## src/rtl/core/plcl_pkg.sv

```systemverilog
// ----------------------------------------------------------------------------
// plcl_pkg: shared types and constants of the point list component labeler
// Label and field widths, controller states, and the command and status
// bundles between the controller and the datapath.
// ----------------------------------------------------------------------------
package plcl_pkg;

  localparam int DEF_MAX_POINTS = 1024;
  localparam int DEF_COORD_BITS = 12;

  localparam int COORD_IN_W   = 12;
  localparam int LABEL_W      = 10;
  localparam int LABEL_N      = 1 << LABEL_W;
  localparam logic [LABEL_W-1:0] LABEL_MAX = '1;

  // Merge marks in the flag memory carry the item epoch of this width.
  localparam int EP_W = 8;

  localparam int IN_TDATA_W  = 24;
  localparam int OUT_TDATA_W = 16;

  typedef enum logic [2:0] {
    ST_CLEAR,
    ST_IDLE,
    ST_DECIDE,
    ST_SCAN,
    ST_RELABEL,
    ST_FINISH
  } plcl_state_t;

  typedef struct packed {
    logic load;
    logic relabel_init;
    logic run_scan;
    logic run_relabel;
    logic finish;
    logic clr_run;
  } plcl_cmd_t;

  typedef struct packed {
    logic full;
    logic empty;
    logic pass_done;
    logic merged;
    logic out_free;
    logic clr_last;
    logic ep_last;
  } plcl_stat_t;

endpackage

```

## src/rtl/core/plcl_ctrl.sv

```systemverilog
// ----------------------------------------------------------------------------
// plcl_ctrl: sequencing controller
// Steps each word through load, neighbor scan (skipped on an empty or full
// store), optional relabel and hand-off; runs the merge-flag clearing sweep.
// ----------------------------------------------------------------------------
module plcl_ctrl (
  input  logic                 clk,
  input  logic                 rst_n,
  input  logic                 in_tvalid,
  output logic                 in_tready,
  output plcl_pkg::plcl_cmd_t  cmd,
  input  plcl_pkg::plcl_stat_t stat
);
  import plcl_pkg::*;

  plcl_state_t state_r, state_nxt;

  always_ff @(posedge clk) begin
    if (!rst_n) begin
      state_r <= ST_CLEAR;
    end else begin
      state_r <= state_nxt;
    end
  end

  always_comb begin
    state_nxt = state_r;
    cmd       = '0;
    in_tready = 1'b0;
    case (state_r)
      ST_CLEAR: begin
        cmd.clr_run = 1'b1;
        if (stat.clr_last) begin
          state_nxt = ST_IDLE;
        end
      end
      ST_IDLE: begin
        in_tready = 1'b1;
        if (in_tvalid) begin
          cmd.load  = 1'b1;
          state_nxt = ST_DECIDE;
        end
      end
      ST_DECIDE: begin
        if (stat.full || stat.empty) begin
          state_nxt = ST_FINISH;
        end else begin
          state_nxt = ST_SCAN;
        end
      end
      ST_SCAN: begin
        cmd.run_scan = 1'b1;
        if (stat.pass_done) begin
          if (stat.merged) begin
            cmd.relabel_init = 1'b1;
            state_nxt        = ST_RELABEL;
          end else begin
            state_nxt = ST_FINISH;
          end
        end
      end
      ST_RELABEL: begin
        cmd.run_relabel = 1'b1;
        if (stat.pass_done) begin
          state_nxt = ST_FINISH;
        end
      end
      ST_FINISH: begin
        if (stat.out_free) begin
          cmd.finish = 1'b1;
          state_nxt  = stat.ep_last ? ST_CLEAR : ST_IDLE;
        end
      end
      default: begin
        state_nxt = ST_CLEAR;
      end
    endcase
  end

endmodule

```

## config.mk

```make
export PLATFORM = sky130hd
export DESIGN_NAME = plcl_ctrl
export DESIGN_NICKNAME = d
export VERILOG_FILES = /design/src/rtl/core/plcl_pkg.sv /design/src/rtl/core/plcl_ctrl.sv
export SDC_FILE = /design/constraint.sdc
export NUM_CORES = 1
export LEC_CHECK = 0
export BUFFER_PORTS_ARGS = -buffer_cell sky130_fd_sc_hd__clkbuf_2
export CORE_AREA = 2 2 39 41
export DETAILED_ROUTE_END_ITERATION = 7
export DIE_AREA = 0 0 41 43
export PLACE_DENSITY = 0.59
export RECOVER_POWER = 100
export SKIP_CTS_REPAIR_TIMING = 1
export SLEW_MARGIN = 20
export SYNTH_ARGS = -nofsm -noshare
export SYNTH_HDL_FRONTEND = slang
export SYNTH_SLANG_ARGS = --single-unit
```

## constraint.sdc

```tcl
create_clock -name clk -period 2.8 [get_ports clk]
set_input_delay 0.84 -clock clk [delete_from_list [all_inputs] [get_ports clk]]
set_output_delay 0.84 -clock clk [all_outputs]
set_load 0.01 [all_outputs]
```

* Word-level counts from Yosys, hierarchy flattened *
Index checks and enable logic that the tools add are counted.

word-level totals
  bits of input ports = 10
  word-level logic and storage cells = 33
  register bits = 3

cells by class
  multiplexer cells = 19
  equality and inequality tests = 10
  reductions and logical operators = 3

operator list
  cell                                                                   count
  3-bit two-way mux                                                      6
  3-bit case mux with 6 select lines                                     1
  1-bit two-way mux                                                      11
  2-bit != test, second input constant                                   5
  3-bit by 2-bit equality test with 1-bit output, second input constant  2
  3-bit equality test, second input constant                             2
  5-bit AND reduction                                                    1
  3-bit by 1-bit equality test with 1-bit output, second input constant  1
  3-bit logical NOT                                                      1
  2-bit two-way mux                                                      1
  1-bit logical OR                                                       1

* Longest topological paths before layout *
Gate-level depths: netlist (run 1).

  depth in word-level cells = 3
  gate-level depth with buffers = 4

* Worst setup path after synthesis (run 1) *
Ideal clock, no wire load.

  path kind = in2out
  from = input stat[2] (netlist name)
  to = output cmd[1] (netlist name)
  required time = 1.960 ns
  stages on the path = 2
  arrival = 1.037 ns
  setup slack = 0.923 ns
  cells stage by stage = nand2_1 -> nor2_1

RTL lines
  element      RTL line         RTL
  from (decl)  plcl_ctrl.sv:12  input plcl_pkg::plcl_stat_t stat
  to (decl)    plcl_ctrl.sv:11  output plcl_pkg::plcl_cmd_t cmd,

==> run_results.csv, run 1 <==
group,metric,value,unit
cts,clk_path_buf_depth,2,
grt,antenna_found_initial,0,
yosys,synth_async_sr_flop_share,0,
grt,grt_pass1_vias,252,
pwr,combPwrFrac,0.268,
yosys,ys_seq_elements,3,
yosys,synth_top_area_share,0.190,
timing,slew_headroom,0.672,
pwr,leakagePower,0.000168,uW
finish,biggestRegsByFlops,"state_r: 3 flops",
yosys,syn_avg_cell_area,8.56,um^2
timing,period_minus_slack,2360,ps
finish,largest_register,"state_r",
floorplan,ios,17,
yosys,synth_edf_count,0,
yosys,syn_inst,37,
timing,tightest_slew,492,ps
floorplan,die_area,1760,um^2
finish,syn2layout_area_growth,25.7,%
detailed_routing,first_pass_iters,3,
timing,timing.final.crit_share,0.842,
grt,gr-usage-all-layers,0.0873,
critical_path,r2r_start,"state_r[0]",
floorplan,start_util,0.229,
finish,final.fill_count,163,
grt,grt_overflow,0,
critical_path,worstPathRequired,1960,ps
timing,setup_ws,443,ps
detailed_routing,antenna_left,0,
detailed_routing,vias_per_cell,4.60,
yosys,synth_most_common_cell,"nor2_1",
timing,whs,730,ps
placed_design,portBuffers,16,
cts,insertion_delay,230,ps
job,maxCapViolations,0,
critical_path,end_kind,"primary output",
min_path,hold_class,"reg -> reg",
pwr,p_int,127,uW
finish,fin_nets,65,
yosys,synth_flop_cell,"dfxtp_1",
cts,numCtsBuffers,3,
min_path,hold_path_depth,1,
yosys,synth_top_cells_by_count,"5 x nor2_1, 3 x a21oi_1, 3 x dfxtp_1",
detailed_routing,drc,0,
grt,grt_max_degree,15,
timing,fmax,424,MHz
finish,final_cells,70,
placed_design,dp_cells,66,
floorplan,core_region_area,1380,um^2
placed_design,place.gp.congestion,0.775,
placed_design,dpl_worst_slack,731,ps
finish,fin_util,0.288,
timing,finalSetupTns,0,ps
detailed_routing,drt_iter0_drc,7,
detailed_routing,wl,673,um
yosys,yosysWarnings,0,
grt,grt_first_pass_wirelength,1040,um
finish,diodes,0,
cts,clk_pin_slew,40,ps
critical_path,crit_type,"reg -> out",
cts,ctsHtreeMaxLevel,1,
yosys,synth.top_cells.by_area,"dfxtp_1 19%, o31ai_2 7.9%, buf_6 7.1%",
floorplan,die_w,41,um
critical_path,crit_fanout,13,
cts,cts_root_buf,"clkbuf_4",
floorplan,die_h,43,um
pwr,clkPwrFrac,0.400,
critical_path,cp.arrival,1520,ps
yosys,synth_top_area_cell,"dfxtp_1",
timing,grt_setup_unrepaired,"false",
critical_path,worst_setup_path_start_kind,"flop",
pwr,swShare,0.327,
cts,cts_tree,"yes",
yosys,synth_nets,47,
timing,finalHoldViolCount,0,
finish,largest_register_ff_count,3,
critical_path,worstRegToRegCells,3,
min_path,min-delay-start,"state_r[2]",
critical_path,crit_path_start,"state_r[1]",
pwr,p_per_area,476,nW/um^2
yosys,ys_types,23,
timing,setup_viol,0,
timing,fin_skew,0.177,ps
detailed_routing,num_vias,322,
pwr,pwr-share-seq,0.332,
yosys,netlist_area,317,um^2
cts,cts_sinks,3,
outcome,status,"complete, no violations",
placed_design,hpwl,512,um
timing,drv_slew,0,
pwr,p_sw,62.0,uW
detailed_routing,avgRoutedWirePerCell,9.61,um
finish,drive_gt1_frac,0.315,
yosys,yosysSeqAreaShare,0.190,
floorplan,std_cell_rows,14,
pwr,ir_worst_vdd,131,uV
final cells by class:
type	count	area (um^2)	share of cell area
clock buffer	4	26.3	0.0660
sequential	3	60.1	0.151
multi-input combinational	30	216	0.544
timing repair buffer	16	71.3	0.179
inverter	1	3.75	0.00943
tap	16	20.0	0.0503
cell usage in the layout, fill, tap and decap left out, drive strengths merged:
| cell type | instances |
|---|---|
| and2 | 1 |
| and3 | 2 |
| a21oi | 3 |
| dfxtp | 3 |
| nand2 | 2 |
| o221a | 1 |
| inv | 1 |
| clkbuf | 20 |
| and2b | 1 |
| nor2 | 5 |
| nor3 | 2 |
| mux2i | 2 |
| nand2b | 1 |
| a21boi | 1 |
| o311ai | 1 |
| o31ai | 2 |
| a221oi | 1 |
| nand3 | 1 |
| nor2b | 1 |
| mux2 | 1 |
| nor4b | 2 |
critical path: stages (launching register included):
cell      delay, ps
dfxtp_1         600
nor2b_1         220
and2_0          160
and3_1          150
clkbuf_1        150
metrics by stage:
stage / area, um^2 / total power [uW]
floorplan: 317 / 104
global placement: 387 / 118
detailed placement: 387 / 118
CTS: 413 / 197
global route: 398 / 207
finish: 398 / 189
per-layer routing:
layer,GRT usage,vias up,routed length (um)
li1,-,171,-
met1,0.125,137,312
met2,0.103,12,303
met3,0.0157,2,42
met4,0.0800,0,15
met5,0,-,0
worst paths after layout:
path	to	slack, ps
max	cmd[4]	440
min	state_r[1]	730
max reg2reg	state_r[2]	1410
min reg2reg	state_r[1]	730
kinds of logic (layout without fill, tap and decap cells):
| logic type | count (synthesis) | count (layout) | share of synthesized area |
|---|---|---|---|
| muxes | 3 | 3 | 0.111 |
| and+or+nand+nor | 18 | 18 | 0.328 |
| AOI/OAI and AO/OA | 9 | 9 | 0.265 |
| DFF | 3 | 3 | 0.190 |
| buffers and inverters | 4 | 21 | 0.107 |
power groups by stage:
stage	Sequential [uW]	Combinational [uW]	Clock, uW
detailed placement	63.3	54.6	0
CTS	62.8	54.6	80.0
global placement	63.4	54.5	0
finish	62.9	50.7	75.7
floorplan	52.1	51.4	0
global route	64.6	56.2	86.4
Note: power is estimated with default switching activity, not from simulation.
==> run 2: changes to the inputs <==
Settings changed: ABC_AREA from default to 1, PLACE_DENSITY 0.59 to 0.58.
Clock period 2.8 ns to 2.28 ns, I/O delays scaled along.
==> run 2 against run 1 <==
Effect of this change: sequential share of layout area up 0.19 points; die area did not move; largest cell class unchanged; first-iteration DRC count is 86% lower; largest power group is now combinational cells; routed wire length increased by 1.2%.
==> run_results.csv, run 2 <==
group,metric,value,unit
pwr,p_per_area,1340,nW/um^2
critical_path,regToRegSetupSlack,960,ps
yosys,synth_top_area_cell,"dfxtp_1",
timing,slew_headroom,0.830,
yosys,synth-simple-area-share,0.581,
yosys,synth_flop_cell,"dfxtp_1",
detailed_routing,antenna_left,0,
detailed_routing,met2_length,334,um
timing,tightest_slew,255,ps
yosys,synth_top_cells_by_count,"12 x nand2_1, 10 x nor2_1, 8 x inv_1",
cts,insertion_delay,240,ps
placed_design,portBuffers,16,
yosys,ys_seq_elements,3,
placed_design,dp_cells,83,
critical_path,worstRegToRegCells,7,
finish,biggestRegsByFlops,"state_r: 3 flops",
grt,grt_max_degree,9,
timing,timing.final.crit_share,0.799,
timing,finalHoldViolCount,0,
critical_path,crit_chain,"nor2_1 > nand2_1 > inv_1 > clkbuf_1",
job,maxCapViolations,0,
finish,final.fill_count,175,
finish,final_cells,87,
cts,cts_sinks,3,
grt,grt_first_pass_wirelength,1000,um
cts,clk_path_buf_depth,2,
detailed_routing,first_pass_iters,2,
pwr,leakagePower,0.000230,uW
cts,cts_root_buf,"clkbuf_4",
grt,gr-usage-all-layers,0.0942,
yosys,syn_avg_cell_area,5.80,um^2
yosys,yosysSeqAreaShare,0.199,
critical_path,r2r_start,"state_r[0]",
yosys,synthAdderAreaFrac,0,
finish,largest_register_ff_count,3,
yosys,synth.top_cells.by_area,"dfxtp_1 20%, nand2_1 15%, nor2_1 12%",
detailed_routing,vias_per_cell,4.07,
finish,fin_nets,82,
yosys,synth_top_family_by_area,"simple AND/OR/NAND/NOR gates",
floorplan,start_util,0.218,
yosys,ys_types,15,
yosys,muxShareOfSynthArea,0,
detailed_routing,avgRoutedWirePerCell,7.83,um
critical_path,slowest_delay,370,ps
timing,fmax,549,MHz
critical_path,crit_path_start,"state_r[0]",
critical_path,worstPathRequired,1600,ps
cts,cts_tree,"yes",
cts,ctsHtreeMaxLevel,1,
timing,setup_viol,0,
critical_path,crit_type,"reg -> out",
finish,layout_commonest_cell,"nand2_1",
min_path,hold_class,"reg -> reg",
yosys,synth_nets,62,
placed_design,placed_area,390,um^2
floorplan,std_cell_rows,14,
yosys,synth_xor_xnor_area_share,0,
yosys,synth_compound_area_frac,0.0581,
floorplan,die_h,43,um
timing,drv_slew,0,
critical_path,worst_setup_path_start_kind,"flop",
finish,final_cell_area,393,um^2
placed_design,hpwl,580,um
detailed_routing,highest_layer,"met4",
grt,grt_overflow,0,
critical_path,reg2reg_to,"state_r[0]",
grt,grt_pass1_vias,288,
finish,drive_gt1_frac,0.310,
critical_path,cpMaxStageDelayCell,"dfxtp_1",
placed_design,place.gp.congestion,0.708,
timing,period_minus_slack,1820,ps
outcome,status,"complete, no violations",
yosys,netlist_area,302,um^2
detailed_routing,wl_met3,53,um
critical_path,crit_fanout,8,
detailed_routing,m1WireLength,260,um
detailed_routing,num_vias,354,
detailed_routing,wl,681,um
pwr,finalPower,526,uW
critical_path,worstSetupEndpoint,"cmd[2]",
critical_path,cp.arrival,1140,ps
timing,grt_setup_unrepaired,"false",
floorplan,die_w,41,um
timing,finalSetupTns,0,ps
cts,numCtsBuffers,3,
yosys,synth_edf_count,0,
yosys,synth_most_common_cell,"nand2_1",
floorplan,core_region_area,1380,um^2
yosys,synth_top_area_share,0.199,
yosys,syn_inst,52,
timing,fin_skew,4.46,ps
detailed_routing,drc,0,
finish,largest_register,"state_r",
critical_path,end_kind,"primary output",
finish,diodes,0,
finish,final_cell_mix,"12 x nand2_1, 11 x nor2_1, 11 x clkbuf_2",
floorplan,die_area,1760,um^2
detailed_routing,drt_iter0_drc,1,
yosys,synth_async_sr_flop_share,0,
finish,syn2layout_area_growth,30.3,%
pwr,ir_worst_vdd,322,uV
yosys,yosysWarnings,0,
grt,antenna_found_initial,0,
cts,clk_pin_slew,40,ps
floorplan,ios,17,
run 2: cell types whose count changed after synthesis, moves of 3 or more:
cell / previous run / this run
nand3_2: 0 / 3
nor2_1: 5 / 10
nand2_1: 2 / 12
inv_1: 0 / 8
nor2_2: 0 / 6
run 2: cells by family (layout without fill, tap and decap cells):
family / after synthesis / in the layout
AO/OA/AOI/OAI: 3 / 3
buffers and inverters: 11 / 30
AND/OR/NAND/NOR: 35 / 35
flip-flops: 3 / 3
run 2: stage by stage:
step,hold WS [ps],utilization,worst slack [ps]
finish,600,0.284,458
global route,629,0.284,364
CTS,623,0.301,440
detailed placement,616,0.282,531
global placement,613,0.282,558
floorplan,582,-,703
run 2: power by group:
group	internal [uW]	leakage (uW)	total, uW	switching, uW
combinational	114	0.000191	319	204
clock	65.9	0.0000150	98.0	32.1
sequential	78.1	0.0000249	110	31.4
total	258	0.000230	526	268
run 2: critical path: cells and delay by family, from the launching register on:
kind,cells,cell delay (ps)
flops,1,370
buf+inv,2,230
simple gates,2,300
run 2: cell type report:
| type | instances | area [um^2] | area share |
|---|---|---|---|
| multi-input cells | 38 | 175 | 0.446 |
| repair buffers | 16 | 73.8 | 0.188 |
| flip-flops and latches | 3 | 60.1 | 0.153 |
| inverters | 10 | 37.5 | 0.0955 |
| clock buffers | 4 | 26.3 | 0.0669 |
| well taps | 16 | 20.0 | 0.0510 |
run 2: worst min-delay path by stage:
stage	end	depth (start not counted)	from	slack, ps
3_3_place_gp	state_r[1]	4	state_r[1]	610
3_5_place_dp	state_r[1]	4	state_r[1]	620
4_1_cts	state_r[1]	4	state_r[1]	620
2_1_floorplan	state_r[1]	4	state_r[1]	580
5_1_grt	state_r[1]	4	state_r[1]	630
6_report	state_r[1]	4	state_r[1]	600
run 2: metal layers:
metal	vias up	track usage
met5	-	0
met4	0	0.100
met3	5	0.0471
met2	12	0.150
met1	145	0.0703
li1	192	-
